File: src/sv/pps_pkg.sv
// ----------------------------------------------------------------------------
// Packed parameter store package
// Shared widths, field layout constants and the types passed between the
// configuration registers, the row unit and the top level.
// ----------------------------------------------------------------------------
package pps_pkg;

  localparam int NUM_REGS  = 6;
  localparam int CFG_IDX_W = 3;
  localparam int WIDTH_W   = 5;
  localparam int MAX_WIDTH = 16;
  localparam int VALUE_W   = 16;
  localparam int SOUND_W   = 3;
  localparam int FIELD_W   = 3;
  localparam int OFFSET_W  = 7;
  localparam int EXT_W     = NUM_REGS * MAX_WIDTH;

  localparam int SOUNDS_DEFAULT    = 6;
  localparam int FIELDS_DEFAULT    = 6;
  localparam int ROW_BYTES_DEFAULT = 6;

  localparam logic [NUM_REGS-1:0][WIDTH_W-1:0] WIDTH_RESET =
    {5'd8, 5'd8, 5'd3, 5'd8, 5'd8, 5'd10};

  typedef enum logic {
    MODE_READ  = 1'b0,
    MODE_WRITE = 1'b1
  } mode_t;

  typedef struct packed {
    logic [NUM_REGS-1:0][OFFSET_W-1:0] offset;
    logic [NUM_REGS-1:0][WIDTH_W-1:0]  width;
  } layout_t;

  typedef struct packed {
    mode_t              mode;
    logic [SOUND_W-1:0] sound;
    logic [FIELD_W-1:0] field;
    logic [VALUE_W-1:0] value;
  } access_t;

endpackage

File: src/sv/pps_cfg_regs.sv
// ----------------------------------------------------------------------------
// Packed parameter store field width registers
// Holds the field width registers and derives the saturated widths and the
// bit offset of every field within a row.
// ----------------------------------------------------------------------------
module pps_cfg_regs
  import pps_pkg::*;
(
  input  logic                 clk,
  input  logic                 rst,
  input  logic                 cfg_write,
  input  logic [CFG_IDX_W-1:0] cfg_index,
  input  logic [WIDTH_W-1:0]   cfg_data,
  output layout_t              layout
);

  logic [NUM_REGS-1:0][WIDTH_W-1:0] width_reg;

  always_ff @(posedge clk) begin
    if (rst) begin
      width_reg <= WIDTH_RESET;
    end else if (cfg_write) begin
      for (int i = 0; i < NUM_REGS; i++) begin
        if (cfg_index == CFG_IDX_W'(i)) begin
          width_reg[i] <= cfg_data;
        end
      end
    end
  end

  always_comb begin
    for (int i = 0; i < NUM_REGS; i++) begin
      if (width_reg[i] > WIDTH_W'(MAX_WIDTH)) begin
        layout.width[i] = WIDTH_W'(MAX_WIDTH);
      end else begin
        layout.width[i] = width_reg[i];
      end
    end
    layout.offset[0] = '0;
    for (int i = 1; i < NUM_REGS; i++) begin
      layout.offset[i] = layout.offset[i-1] + OFFSET_W'(layout.width[i-1]);
    end
  end

`ifndef SYNTHESIS
  property p_width_saturated;
    @(posedge clk) disable iff (rst)
      layout.width[0] <= WIDTH_W'(MAX_WIDTH) && layout.width[NUM_REGS-1] <= WIDTH_W'(MAX_WIDTH);
  endproperty
  a_width_saturated: assert property (p_width_saturated)
    else $error("saturated field width exceeds the maximum");
`endif

endmodule

File: src/sv/pps_row_unit.sv
// ----------------------------------------------------------------------------
// Packed parameter store row unit
// Holds the sound rows and performs the field extract or insert for one
// access, registering the field value as it reads after the access.
// ----------------------------------------------------------------------------
module pps_row_unit
  import pps_pkg::*;
#(
  parameter int SOUNDS    = SOUNDS_DEFAULT,
  parameter int FIELDS    = FIELDS_DEFAULT,
  parameter int ROW_BYTES = ROW_BYTES_DEFAULT
)
(
  input  logic               clk,
  input  logic               rst,
  input  logic               step,
  input  access_t            access,
  input  layout_t            layout,
  output logic [VALUE_W-1:0] field_value
);

  localparam int ROW_BITS = ROW_BYTES * 8;
  localparam int DEPTH    = (SOUNDS < (1 << SOUND_W)) ? SOUNDS : (1 << SOUND_W);
  localparam int SIDX_W   = (DEPTH > 1) ? $clog2(DEPTH) : 1;
  localparam logic [EXT_W-1:0] ROW_MASK = (EXT_W'(1) << ROW_BITS) - EXT_W'(1);

  logic [ROW_BITS-1:0] rows [DEPTH];

  logic [SIDX_W-1:0]   row_idx;
  logic                in_range;
  logic [WIDTH_W-1:0]  width;
  logic [OFFSET_W-1:0] offset;
  logic [VALUE_W-1:0]  fmask;
  logic [EXT_W-1:0]    place_mask;
  logic [EXT_W-1:0]    row_ext;
  logic [EXT_W-1:0]    row_new;
  logic [VALUE_W-1:0]  field_value_next;

  always_comb begin
    row_idx    = access.sound[SIDX_W-1:0];
    in_range   = (32'(access.sound) < SOUNDS) && (32'(access.field) < FIELDS);
    width      = layout.width[access.field];
    offset     = layout.offset[access.field];
    fmask      = ~({VALUE_W{1'b1}} << width);
    place_mask = (EXT_W'(fmask) << offset) & ROW_MASK;
    row_ext    = EXT_W'(rows[row_idx]);
    if (access.mode == MODE_WRITE) begin
      row_new = (row_ext & ~place_mask) | ((EXT_W'(access.value) << offset) & place_mask);
    end else begin
      row_new = row_ext;
    end
    if (in_range) begin
      field_value_next = VALUE_W'((row_new & place_mask) >> offset);
    end else begin
      field_value_next = '0;
    end
  end

  always_ff @(posedge clk) begin
    if (step) begin
      field_value <= field_value_next;
      if (in_range && access.mode == MODE_WRITE) begin
        rows[row_idx] <= row_new[ROW_BITS-1:0];
      end
    end
  end

`ifndef SYNTHESIS
  property p_value_within_width;
    @(posedge clk) disable iff (rst)
      step |=> (field_value & ~$past(fmask)) == '0;
  endproperty
  a_value_within_width: assert property (p_value_within_width)
    else $error("field value has bits above the field width");

  property p_out_of_range_zero;
    @(posedge clk) disable iff (rst)
      step && !in_range |=> field_value == '0;
  endproperty
  a_out_of_range_zero: assert property (p_out_of_range_zero)
    else $error("access outside the store did not return zero");
`endif

endmodule

File: src/sv/packed_parameter_store.sv
// ----------------------------------------------------------------------------
// Packed parameter store
// Per-sound parameter rows of variable-width packed fields, with field
// read and field write access.
// ----------------------------------------------------------------------------
// One access can be accepted in every cycle while req_stall is low: the request
// is captured in an input register, and the row read, field extract or insert,
// and row write-back happen from that register ahead of the result register.
// The request side stalls only while both the input register and the result
// register hold a transfer and the result is stalled. A write returns the field
// as it now reads back. Configuration writes are always accepted and should
// only be issued while no access is in flight.
module packed_parameter_store
  import pps_pkg::*;
#(
  parameter int SOUNDS    = SOUNDS_DEFAULT,
  parameter int FIELDS    = FIELDS_DEFAULT,
  parameter int ROW_BYTES = ROW_BYTES_DEFAULT
)
(
  input  logic                 clk,
  input  logic                 rst,
  input  logic                 cfg_valid,
  output logic                 cfg_ready,
  input  logic [CFG_IDX_W-1:0] cfg_index,
  input  logic [WIDTH_W-1:0]   cfg_data,
  input  logic                 req_valid,
  output logic                 req_stall,
  input  logic                 mode,
  input  logic [SOUND_W-1:0]   sound_index,
  input  logic [FIELD_W-1:0]   field_index,
  input  logic [VALUE_W-1:0]   write_value,
  output logic                 rsp_valid,
  input  logic                 rsp_stall,
  output logic [VALUE_W-1:0]   field_value
);

  layout_t layout;
  access_t access;
  logic    access_valid;
  logic    advance;
  logic    accept;
  logic    step;

  assign cfg_ready = 1'b1;
  assign advance   = !rsp_valid || !rsp_stall;
  assign req_stall = access_valid && !advance;
  assign accept    = req_valid && !req_stall;
  assign step      = access_valid && advance;

  pps_cfg_regs u_cfg_regs (
    .clk       (clk),
    .rst       (rst),
    .cfg_write (cfg_valid && cfg_ready),
    .cfg_index (cfg_index),
    .cfg_data  (cfg_data),
    .layout    (layout)
  );

  always_ff @(posedge clk) begin
    if (rst) begin
      access_valid <= 1'b0;
      rsp_valid    <= 1'b0;
    end else begin
      if (accept) begin
        access_valid <= 1'b1;
      end else if (advance) begin
        access_valid <= 1'b0;
      end
      if (step) begin
        rsp_valid <= 1'b1;
      end else if (!rsp_stall) begin
        rsp_valid <= 1'b0;
      end
    end
  end

  always_ff @(posedge clk) begin
    if (accept) begin
      access.mode  <= mode_t'(mode);
      access.sound <= sound_index;
      access.field <= field_index;
      access.value <= write_value;
    end
  end

  pps_row_unit #(
    .SOUNDS    (SOUNDS),
    .FIELDS    (FIELDS),
    .ROW_BYTES (ROW_BYTES)
  ) u_row_unit (
    .clk         (clk),
    .rst         (rst),
    .step        (step),
    .access      (access),
    .layout      (layout),
    .field_value (field_value)
  );

`ifndef SYNTHESIS
  property p_accept_loads_stage;
    @(posedge clk) disable iff (rst)
      accept |=> access_valid;
  endproperty
  a_accept_loads_stage: assert property (p_accept_loads_stage)
    else $error("accepted transfer was not captured");

  property p_step_gives_result;
    @(posedge clk) disable iff (rst)
      step |=> rsp_valid;
  endproperty
  a_step_gives_result: assert property (p_step_gives_result)
    else $error("processed access produced no result");

  property p_full_pipe_stalls;
    @(posedge clk) disable iff (rst)
      access_valid && rsp_valid && rsp_stall |-> req_stall;
  endproperty
  a_full_pipe_stalls: assert property (p_full_pipe_stalls)
    else $error("request taken while both stages are held");
`endif

endmodule

File: config.mk
export PLATFORM = sky130hd
export DESIGN_NAME = packed_parameter_store
export DESIGN_NICKNAME = d
export VERILOG_FILES = /design/src/sv/pps_pkg.sv /design/src/sv/pps_cfg_regs.sv /design/src/sv/pps_row_unit.sv /design/src/sv/packed_parameter_store.sv
export SDC_FILE = /design/constraint.sdc
export NUM_CORES = 1
export LEC_CHECK = 0
export BUFFER_PORTS_ARGS = -buffer_cell sky130_fd_sc_hd__buf_2
export CAP_MARGIN = 25
export CELL_PAD_IN_SITES_DETAIL_PLACEMENT = 0
export CELL_PAD_IN_SITES_GLOBAL_PLACEMENT = 1
export CORE_AREA = 10 10 235 237
export DETAILED_ROUTE_END_ITERATION = 10
export DIE_AREA = 0 0 245 247
export PLACE_DENSITY = 0.86
export SLEW_MARGIN = 20
export SYNTH_ARGS = -nofsm -noshare
export SYNTH_HDL_FRONTEND = slang
export SYNTH_SLANG_ARGS = --single-unit
File: constraint.sdc
create_clock -name clk -period 7 [get_ports clk]
set_input_delay 1.05 -clock clk [delete_from_list [all_inputs] [get_ports clk]]
set_output_delay 1.05 -clock clk [all_outputs]
set_load 0.03 [all_outputs]
Yosys cells after proc, flatten, opt, wreduce, memory -nomap -nowiden:

Memory sizes are Yosys's and may differ from the RTL's. A register that Yosys moved wholly into a read port is not among the register bits.
Index checks and enable logic that the tools add are counted.

* bitwise operators: 6
* add/subtract/negate cells: 4
* equality and inequality tests: 6
* $lt $le $gt $ge: 9
* multiplexer cells: 19
* shift-type cells: 4
* reductions and logical operators: 18

Operator list (number)
* 96-bit by 48-bit bitwise AND with 96-bit output: 2
* 48-bit by 96-bit bitwise AND with 96-bit output: 1
* 96-bit two-way mux: 1
* 48-bit NOT with 96-bit output: 1
* 96-bit OR: 1
* 16-bit by 7-bit << shifter with 96-bit output: 1
* 96-bit by 7-bit >> shifter with 16-bit output: 1
* 16-bit by 7-bit << shifter with 48-bit output: 1
* 5-bit two-way mux: 7
* 5-bit greater-than comparator (second input constant): 6
* 7-bit by 5-bit adder with 7-bit output: 3
* 7-bit binary-select mux with 3-bit select: 1
* 16-bit NOT: 1
* 16-bit by 5-bit << shifter with 16-bit output (first input constant): 1
* 5-bit binary-select mux with 3-bit select: 1
* 2-bit AND reduction: 6
* 1-bit two-way mux: 7
* 7-bit two-way mux: 1
* 5-bit by 5-bit adder with 6-bit output: 1
* 3-bit by 2-bit equality test with 1-bit output (second input constant): 2
* 3-bit equality test (second input constant): 2
* 3-bit < comparator (second input constant): 2
* 1-bit logical AND: 5
* 1-bit zero test: 4
* 7 further kinds: 7

* output and inout port bits: 19
* memories kept: 1
* logic and storage cells: 80
* input bits: 36
* memory bits (writable): 288
* flip-flop bits (word level): 71

Memory list
* u_row_unit.rows: words 6, bits a word 48, read ports 1, clocked after Yosys merged registers in 1, wr ports 1, RTL line pps_row_unit.sv:27 `logic [ROW_BITS-1:0] rows [DEPTH];`

Longest topological paths before layout:

Gate-level depths: netlist of the first run.

* word-level depth: 15
* gate-level depth with buffers: 29

Hierarchy:

A second synthesis of the first run with hierarchy kept.

* cell total of the unflattened synthesis: 2269
* area, all modules: 23177.2 sq um

Modules (own cells, without submodules)
* pps_row_unit: times used 1, area an instance 20186.9 sq um, seq. area each 9128.8 sq um, cells each 1983
* pps_cfg_regs: times used 1, area an instance 2202.1 sq um, seq. area each 600.6 sq um, cells each 251
* packed_parameter_store: times used 1, area an instance 788.3 sq um, seq. area each 730.7 sq um, cells each 35

Least setup slack after synthesis of the first run:

No wires, ideal clock.

* path type: input-to-reg
* start point: input rsp_stall
* end point: memory u_row_unit.rows[0][0] in the netlist's numbering (enable)
* data required time: 6487 ps
* cell stages on the path: 3
* slack: 415 ps
* arrival: 6073 ps
* path buffers: 0
* path through: a21boi_0 nand4b_1 nor3_1

* longest elaborated chain between the ends: 5

RTL lines
* start, declared: RTL line packed_parameter_store.sv:34 `input logic rsp_stall,`
* 1-bit zero test
* 1-bit logical OR: RTL line packed_parameter_store.sv:46 `assign advance = !rsp_valid || !rsp_stall;`
* 1-bit logical AND: RTL line packed_parameter_store.sv:49 `assign step = access_valid && advance;`
* 1-bit two-way mux: RTL line pps_row_unit.sv:60 `if (step) begin`
* 1-bit two-way mux (not written as such): RTL line pps_row_unit.sv:63 `rows[row_idx] <= row_new[ROW_BITS-1:0];`
* end, declared: RTL line pps_row_unit.sv:27

No other way between the ends.

Final worst setup path of the first run:

* start point: register u_cfg_regs.width_reg[4] in the netlist's numbering
* end point: register u_row_unit.field_value[5] (data pin)

* longest elaborated chain between the ends: 15
* elaborated cells on any way between the ends: 21

RTL lines
* start, declared: RTL line pps_cfg_regs.sv:17 `logic [NUM_REGS-1:0][WIDTH_W-1:0] width_reg;`
* start signal, assigned by index: RTL line pps_cfg_regs.sv:25 `width_reg[i] <= cfg_data;`
* 5-bit greater-than comparator: RTL line pps_cfg_regs.sv:33 `if (width_reg[i] > WIDTH_W'(MAX_WIDTH)) begin`
* 5-bit two-way mux (*): RTL line pps_cfg_regs.sv:33
* 5-bit by 5-bit adder with 6-bit output: RTL line pps_cfg_regs.sv:41 `layout.offset[i] = layout.offset[i-1] + OFFSET_W'(layout.width[i-1]);`
* 7-bit by 5-bit adder with 7-bit output (3 in series): RTL line pps_cfg_regs.sv:41
* 7-bit binary-select mux with 3-bit select: RTL line pps_row_unit.sv:43 `offset = layout.offset[access.field];`
* 7-bit two-way mux (not written as such): RTL line pps_row_unit.sv:43
* 16-bit by 7-bit << shifter with 48-bit output: RTL line pps_row_unit.sv:45 `place_mask = (EXT_W'(fmask) << offset) & ROW_MASK;`
* 48-bit NOT with 96-bit output: RTL line pps_row_unit.sv:48 `row_new = (row_ext & ~place_mask) | ((EXT_W'(access.value) << offset) & place_mask);`
* 48-bit by 96-bit bitwise AND with 96-bit output: RTL line pps_row_unit.sv:48
* 96-bit OR: RTL line pps_row_unit.sv:48
* 96-bit two-way mux: RTL line pps_row_unit.sv:47 `if (access.mode == MODE_WRITE) begin`
* 96-bit by 48-bit bitwise AND with 96-bit output: RTL line pps_row_unit.sv:53 `field_value_next = VALUE_W'((row_new & place_mask) >> offset);`
* 96-bit by 7-bit >> shifter with 16-bit output (*): RTL line pps_row_unit.sv:53
* end signal, assigned: RTL line pps_row_unit.sv:61 `field_value <= field_value_next;`
* end, declared: RTL line pps_row_unit.sv:19 `output logic [VALUE_W-1:0] field_value`

Every way passes the cells marked *; elsewhere a longest branch is shown, timed or not. The select of a mux whose other input is x is not followed.
A chain may end at the register's enable or synchronous reset.

==> results.md, run 1 <==
* Largest family of logic cells by synthesized area: compound AO/OA/AOI/OAI gates
* Die X at 245 um
* F_max at 0.146 GHz
* Yosys cell types at ~110
* Worst Path Required at approximately 7.3 ns
* R2r worst-path depth at 24
* Bufs and invs on worst path at 6
* Critical Path Source Type: flip-flop
* Outcome: complete, no violations
* Cell repeated most along the worst path: buf_4
* Layout cell share with drive strength beyond 1 at 0.278
* Finished Layout Cells at approximately 3100
* CP Class: flip-flop to flip-flop
* WHS Endpoint: u_cfg_regs.width_reg[15]
* Drt total wl at between 90 and 100 mm
* First-pass GRT wire length at approximately 140 mm
* TritonRoute pass-1 iters at 5
* Layout area overhead at 22.4%
* Critical path peak fanout at 15
* GR Util All Layers at 0.300
* Logic pwr share at 0.390
* Seq cells post-synth at approximately 360
* DR iter-0 viols at about 2400
* Worst hold path type: flip-flop to flip-flop
* Post-synth EDFFs at approximately 330
* NetSw at 2660 uW
* Critical path's slowest cell: fa_2
* Ys flop type: edfxtp_1
* Clock Sinks at 362
* Leakage at about 0.01 uW
* Port-buffer cells at 53
* TNS Setup at 0 ns
* Async S/R FF share, synth at 0
* Top delay family on crit path: adder cells
* Cells after DPL at ~3100
* Final Setup Violations at 0
* Syn avg cell area at between 10 and 15 um^2
* Hold depth at 1
* Clk pwr share at 0.262
* Worst reg2reg path endpoint: u_row_unit.field_value[5]
* Root Driver: clkbuf_16
* Vias in the first global route at between 15000 and 20000
* DR WL/cell at just under 30 um
* Min-delay src: u_cfg_regs.width_reg[15]
* Die Span Y at between 200 and 250 um
* Synth Area in Simple Gates at 0.135
* Synth Area in Adders at 0.0152
* Clock Tree Buf Depth at 3
* Largest net degree at the start of global routing at 66
* Fin. Hold Viols at 0
* Detailed-route DRC error count at 0
* Power Density at 262 nW/um^2
* Yosys Warn Count at 0
* Sequential area share after synthesis at 0.467
* IO Count at between 50 and 60
* Switch share at 0.368
* Via Count at 20900
* Antenna viol nets, final at 0
* Post-synth top area share at 0.436
* Actual slew at the worst max-slew pin at between 1 and 1.5 ns
* H-tree depth at 2
* CP max stage delay at approximately 0.64 ns
* Clk slew on worst S/H paths at roughly 0.06 ns
* Initial antenna violation count at 0
* Crit. End Element: flip-flop
* DPL Wire Length at 70.0 mm
* Arr. time, crit path at between 7 and 8 ns
* CTS buffer count at 38
* Mapped Area at 22500 um^2
* Final-stage net count at between 2000 and 3000
* Compound-Gate Fraction of Synth Area at 0.218
* FP Rows at just over 80
* Reg2reg start: u_cfg_regs.width_reg[4]
* Max Clock Skew at 0.0394 ns
* CP cell instances: buf_6 -> nor2b_2 -> fa_2 -> fa_2 -> fa_2 -> fa_1 -> mux2i_2 -> o22a_1 -> nand2_4 -> buf_4 -> buf_4 -> nor2_1 -> a211oi_1 -> buf_4 -> or3_1 -> and2_1 -> a221oi_2 -> buf_4 -> o32ai_1 -> buf_4 -> mux2i_2 -> o32ai_1 -> o31ai_1 -> o221ai_1
* Synth Instances at about 2100
* Largest area contributor in the netlist: edfxtp_1
* Peak VDD IR at between 0.0002 and 0.00025 V
* Max_slew headroom at 0.303
* Vias per inst at 6.64
* Util after Layout at 0.544
* Cts-stage hold buffer count at 0
* Reg power frac at 0.348
* P_int at 4570 uW
* Final Max Tran Viols at 0
* Fillers at ~4400
* Portion of the clock cycle consumed by the worst path in the final layout at 0.979
* Total gr overflow at 0
* Total of max-cap violations at 0
* Max reg flops at approximately 290
* RePlAce Congestion at roughly 1.1
* Post-synthesis xor/xnor area fraction at 0.00689
* N_diodes at 0
* Clk_lat worst skew at ~0.58 ns
* Synth area leaders: edfxtp_1 (44%), mux2i_1 (6.4%), mux4_2 (4.9%)
* TritonCTS clock tree: done
* Mapped Nets at between 2000 and 2500
* DIE AREA at slightly above 60000 um^2
* Min cycle time layout at just under 7 ns
* FF-to-FF setup slack at ~0.15 ns
* Core box area at just over 50000 um^2
* Mux share of post-synthesis cell area at 0.121
* Initial core utilization at 0.444
==> layout make-up <==
cell class / count / area [um^2] / share of cell area
inverters: 22 / 82.6 / 0.00300
repair buffers: 447 / 3330 / 0.121
multi-input cells: 1570 / 11600 / 0.421
clock buffers: 49 / 992 / 0.0360
clock inverters: 18 / 166 / 0.00604
flip-flops and latches: 362 / 10500 / 0.382
well taps: 680 / 851 / 0.0309
==> cell families (layout without fill, tap and decap cells) <==
logic type | count (synthesis) | after routing
AOI/OAI and AO/OA | 680 | 680
and+or+nand+nor | 640 | 640
DFF | 362 | 362
muxes | 208 | 208
buffers and inverters | 181 | 536
adders and majority gates | 25 | 25
xor gates and xnor gates | 16 | 16
other | 1 | 1
==> synthesized netlist by cell type, types with 8 or more instances <==
library cell and number:
edfxtp_1 327, nor2_1 196, nand2_1 162, mux2i_1 144
o21ai_0 116, a21oi_1 115, clkbuf_1 80, nand3_1 65
nor3_1 59, mux4_2 49, buf_2 42, a211oi_1 38
dfxtp_1 35, o211ai_1 35, o22ai_1 34, a22oi_1 33
a31oi_1 29, nor2b_1 28, a221oi_1 27, o221ai_1 24
a221o_1 23, nand4_1 23, inv_1 22, o32ai_1 21
a21o_1 20, ha_1 20, and3_1 18, buf_1 16
o31ai_1 15, mux2_2 14, a211o_1 13, a32oi_1 13
buf_4 13, nor4_1 13, and2_1 12, nor3b_1 10
o21ai_1 10, or3_1 10, a21boi_0 9, xnor2_1 9
o2111ai_1 8
==> worst max-delay path by stage <==
| stage | startpoint | endpoint | slack (ns) | depth (start not counted) |
|---|---|---|---|---|
| after global placement | u_cfg_regs.width_reg[5] | u_row_unit.field_value[2] | -0.31 | 29 |
| after CTS | u_cfg_regs.width_reg[0] | u_row_unit.field_value[9] | 0.001 | 22 |
| after detailed placement | u_cfg_regs.width_reg[0] | u_row_unit.field_value[2] | -0.31 | 29 |
| final | u_cfg_regs.width_reg[4] | u_row_unit.field_value[5] | 0.15 | 24 |
| after floorplan | rsp_stall | u_row_unit.rows[0][0] | 0.41 | 3 |
| after global routing | u_cfg_regs.width_reg[4] | u_row_unit.field_value[0] | -0.08 | 29 |
==> power groups by stage <==
stage | registers, uW | clock network [uW] | logic [uW]
2_1_floorplan | 2550 | 0 | 1330
3_3_place_gp | 2560 | 0 | 2630
3_5_place_dp | 2560 | 0 | 2620
4_1_cts | 2510 | 1930 | 2650
5_1_grt | 2520 | 2010 | 2920
6_report | 2510 | 1900 | 2820
==> per-stage QoR <==
stage / hold WS, ns / cell area, um^2 / total power, uW / worst slack [ns]
floorplan: 0.427 / 22500 / 3880 / 0.415
global placement: 0.439 / 25900 / 5180 / -0.308
detailed placement: 0.446 / 25900 / 5180 / -0.313
CTS: 0.459 / 27200 / 7090 / 0.00121
global route: 0.470 / 27500 / 7450 / -0.0785
finish: 0.455 / 27500 / 7230 / 0.147
==> placed cells by master (no fill, tap or decap), drive strengths merged, types with 18 or more instances in the layout <==
master,netlist,layout
a211oi,39,39
a21o,20,20
a21oi,120,120
a221o,23,23
a221oi,32,32
a22oi,35,35
a31oi,29,29
and3,18,18
buf,78,447
clkbuf,81,49
dfxtp,35,35
edfxtp,327,327
ha,20,20
inv,22,27
mux2i,145,145
mux4,49,49
nand2,164,164
nand3,65,65
nand4,23,23
nor2,198,198
nor2b,28,28
nor3,60,60
o211ai,38,38
o21ai,127,127
o221ai,25,25
o22ai,35,35
o32ai,22,22
==> timing repair <==
item | in CTS | in global routing
pin swaps | 1 | 20
setup buffers | 2 | 10
setup endpoints to repair | 15 | 16
resized for setup | 14 | 57
==> per-layer routing <==
layer | vias up | share of wire | track usage
li1 | 9079 | - | -
met1 | 10300 | 0.42 | 0.414
met2 | 1275 | 0.43 | 0.454
met3 | 213 | 0.096 | 0.0578
met4 | 0 | 0.048 | 0.133
met5 | - | 0 | 0
(Power assumes the default switching activity.)
==> inputs of run 2 (changes only) <==
--- a/config.mk
+++ b/config.mk
@@ -12,7 +12,7 @@
 export CORE_AREA = 10 10 235 237
 export DETAILED_ROUTE_END_ITERATION = 10
 export DIE_AREA = 0 0 245 247
-export PLACE_DENSITY = 0.86
+export PLACE_DENSITY = 0.83
 export SLEW_MARGIN = 20
 export SYNTH_ARGS = -nofsm -noshare
 export SYNTH_HDL_FRONTEND = slang
==> constraint.sdc (replaced) <==
create_clock -name clk -period 8.1 [get_ports clk]
set_input_delay 0 -clock clk [delete_from_list [all_inputs] [get_ports clk]]
set_output_delay 0 -clock clk [all_outputs]
set_load 0.03 [all_outputs]
==> results.md, run 2 (synthesis results as in run 1) <==
* Outcome: complete, no violations (unchanged)
* Min cycle time layout at 7.81 ns (was 6.85 ns)
* Final Max Tran Viols at 0 (unchanged)
* Critical path peak fanout at 10 (was 15)
* CP Class: flip-flop to flip-flop (unchanged)
* Clock Sinks at 362 (unchanged)
* RePlAce Congestion at 1.08 (was 1.06)
* Critical Path Source Type: flip-flop (unchanged)
* Antenna viol nets, final at 0 (unchanged)
* IO Count at 55 (unchanged)
* Final-stage net count at 2338 (was 2501)
* WHS Endpoint: access[12] (was u_cfg_regs.width_reg[15])
* Fillers at 4556 (was 4448)
* Root Driver: clkbuf_16 (unchanged)
* Die Span Y at 247 um (unchanged)
* Hold depth at 2 (was 1)
* Worst Path Required at 8.38 ns (was 7.31 ns)
* Vias per inst at 6.87 (was 6.64)
* TNS Setup at 0 ns (unchanged)
* Drt total wl at 91.4 mm (was 93.2 mm)
* Vias in the first global route at 19200 (was 19700)
* Max Clock Skew at 0.0336 ns (was 0.0394 ns)
* FF-to-FF setup slack at 0.29 ns (was 0.15 ns)
* Fin. Hold Viols at 0 (unchanged)
* Worst hold path type: input pin to flip-flop (was flip-flop to flip-flop)
* TritonCTS clock tree: done (unchanged)
* GR Util All Layers at 0.295 (was 0.300)
* Unrepaired setup endpoints after global routing: no
* DR iter-0 viols at 2938 (was 2398)
* Multi-input combinational cell area at 11300 um^2 (was 11600 um^2)
* Post-route setup slack at 0.293 ns (was 0.147 ns)
* Die X at 245 um (unchanged)
* Reg2reg start: u_cfg_regs.width_reg[9] (was u_cfg_regs.width_reg[4])
* Clk_lat worst skew at 0.57 ns (was 0.58 ns)
* DIE AREA at 60500 um^2 (unchanged)
* Clk slew on worst S/H paths at 0.07 ns (was 0.06 ns)
* Peak VDD IR at 0.000210 V (was 0.000234 V)
* DPL Wire Length at 66.6 mm (was 70.0 mm)
* Initial core utilization at 0.444 (unchanged)
* Total gr overflow at 0 (unchanged)
* Actual slew at the worst max-slew pin at 1.14 ns (was 1.05 ns)
* Pre-CTS setup slack at 0.299 ns (was -0.313 ns)
* First-pass GRT wire length at 133 mm (was 136 mm)
* CTS buffer count at 39 (was 38)
* Most common cell after layout, fill and taps aside: edfxtp_1 (was buf_4)
* Final Setup Violations at 0 (unchanged)
* Layout cell share with drive strength beyond 1 at 0.193 (was 0.278)
* Storage cell area at 10500 um^2 (unchanged)
* Layout area overhead at 16.2% (was 22.4%)
* FP Rows at 83 (unchanged)
* Via Count at 20500 (was 20900)
* Total of max-cap violations at 0 (unchanged)
* Core box area at 50700 um^2 (unchanged)
* Leakage at 0.00911 uW (was 0.00991 uW)
* Most frequent cells in the layout: edfxtp_1 (327), nor2_1 (189), buf_4 (184) (was buf_4 (380), edfxtp_1 (327), nor2_1 (189))
* Power Density at 232 nW/um^2 (was 262 nW/um^2)
* Max reg flops at 288 (unchanged)
* Port-buffer cells at 53 (unchanged)
* Max_slew headroom at 0.232 (was 0.303)
* Detailed-route DRC error count at 0 (unchanged)
* Worst reg2reg path endpoint: u_row_unit.field_value[0] (was u_row_unit.field_value[5])
* Clock Tree Buf Depth at 3 (unchanged)
* H-tree depth at 2 (unchanged)
* Portion of the clock cycle consumed by the worst path in the final layout at 0.964 (was 0.979)
* Largest net degree at the start of global routing at 81 (was 66)
* Arr. time, crit path at 8.09 ns (was 7.17 ns)
* Min-delay src: write_value[12] (was u_cfg_regs.width_reg[15])
* DR WL/cell at 30.6 um (was 29.6 um)
* Crit. End Element: flip-flop (unchanged)
* F_max at 0.128 GHz (was 0.146 GHz)
* Initial antenna violation count at 1 (was 0)
* R2r worst-path depth at 26 (was 24)
* TritonRoute pass-1 iters at 7 (was 5)
* N_diodes at 0 (unchanged)
[run 2: cell count changes in the layout (fill, tap and decap cells not counted), moves of 4 or more]
| cell | change |
|---|---|
| dlygate4sd3_1 | +39 |
| xnor2_2 | -4 |
| nor2b_1 | +5 |
| a21oi_2 | -5 |
| buf_4 | -196 |
| clkbuf_1 | -9 |
| buf_6 | -5 |
| a21oi_1 | +5 |
| xnor2_1 | +4 |
| mux2i_1 | +4 |
| ha_1 | +4 |
| clkinv_2 | +4 |
[run 2: timing repair]
action,4_1_cts,5_1_grt
hold buffers,39,0
setup endpoints to repair,0,15
hold endpoints to repair,58,0
gates resized for setup,0,8
setup buffers,0,0
[run 2: layout make-up]
cell class | count | area share
Tap cell | 680 | 0.0325
Clock buffer | 44 | 0.0396
Clock inverter | 25 | 0.00914
Multi-Input combinational cell | 1570 | 0.431
Timing Repair Buffer | 283 | 0.0817
Sequential cell | 362 | 0.402
Inverter | 22 | 0.00316
[run 2: worst max path at each step]
stage	from	endpoint	slack [ns]	cells after the start
floorplan	u_cfg_regs.width_reg[9]	u_row_unit.field_value[6]	1.82	26
global placement	u_cfg_regs.width_reg[4]	u_row_unit.field_value[6]	0.18	28
detailed placement	u_cfg_regs.width_reg[4]	u_row_unit.field_value[7]	0.30	25
CTS	u_cfg_regs.width_reg[4]	u_row_unit.field_value[7]	0.28	25
global route	u_cfg_regs.width_reg[9]	u_row_unit.field_value[6]	0.05	29
finish	u_cfg_regs.width_reg[9]	u_row_unit.field_value[0]	0.29	26
[run 2: layer usage]
metal  GRT usage  vias up  routed length (um)
li1            -     8761                   -
met1       0.411    10100               38100
met2       0.450     1408               40300
met3      0.0542      215                9080
met4       0.112        0                3950
met5           0        -                   0
[run 2: report_power, final]
part	internal, uW	switching [uW]	total, uW
clock network	1020	741	1760
registers	2140	23.9	2160
logic	668	1480	2140
total	3830	2240	6070
[run 2: worst max-delay path, stage by stage, from the launching register on]
cell	delay, ns
dfxtp_1	0.49
nor2b_1	0.09
ha_1	0.25
fa_1	0.47
xnor2_1	0.22
inv_1	0.08
ha_1	0.39
xnor2_1	0.22
inv_1	0.06
ha_1	0.35
a21oi_1	0.10
xnor2_1	0.37
ha_1	0.30
and3b_1	0.21
a21o_1	0.16
o31a_1	0.32
a21oi_2	0.31
nand2_2	0.19
nor2_1	0.90
nand4_1	0.41
mux2i_1	0.34
o2bb2ai_1	0.26
a221oi_1	0.34
buf_4	0.21
o32ai_1	0.10
a211oi_1	0.26
a41oi_1	0.14
[run 2: stage by stage]
step / util / cell area [um^2] / total power, uW / hold WS (ns) / instances
6_report: 0.516 / 26200 / 6070 / 0.157 / 2986
5_1_grt: 0.516 / 26200 / 6250 / 0.149 / 2986
4_1_cts: 0.515 / 26100 / 6000 / 0.135 / 2984
3_5_place_dp: 0.482 / 24400 / 4220 / 0.179 / 2876
3_3_place_gp: 0.482 / 24400 / 4220 / 0.177 / 2875
2_1_floorplan: - / 22500 / 3350 / 0.0944 / 2113
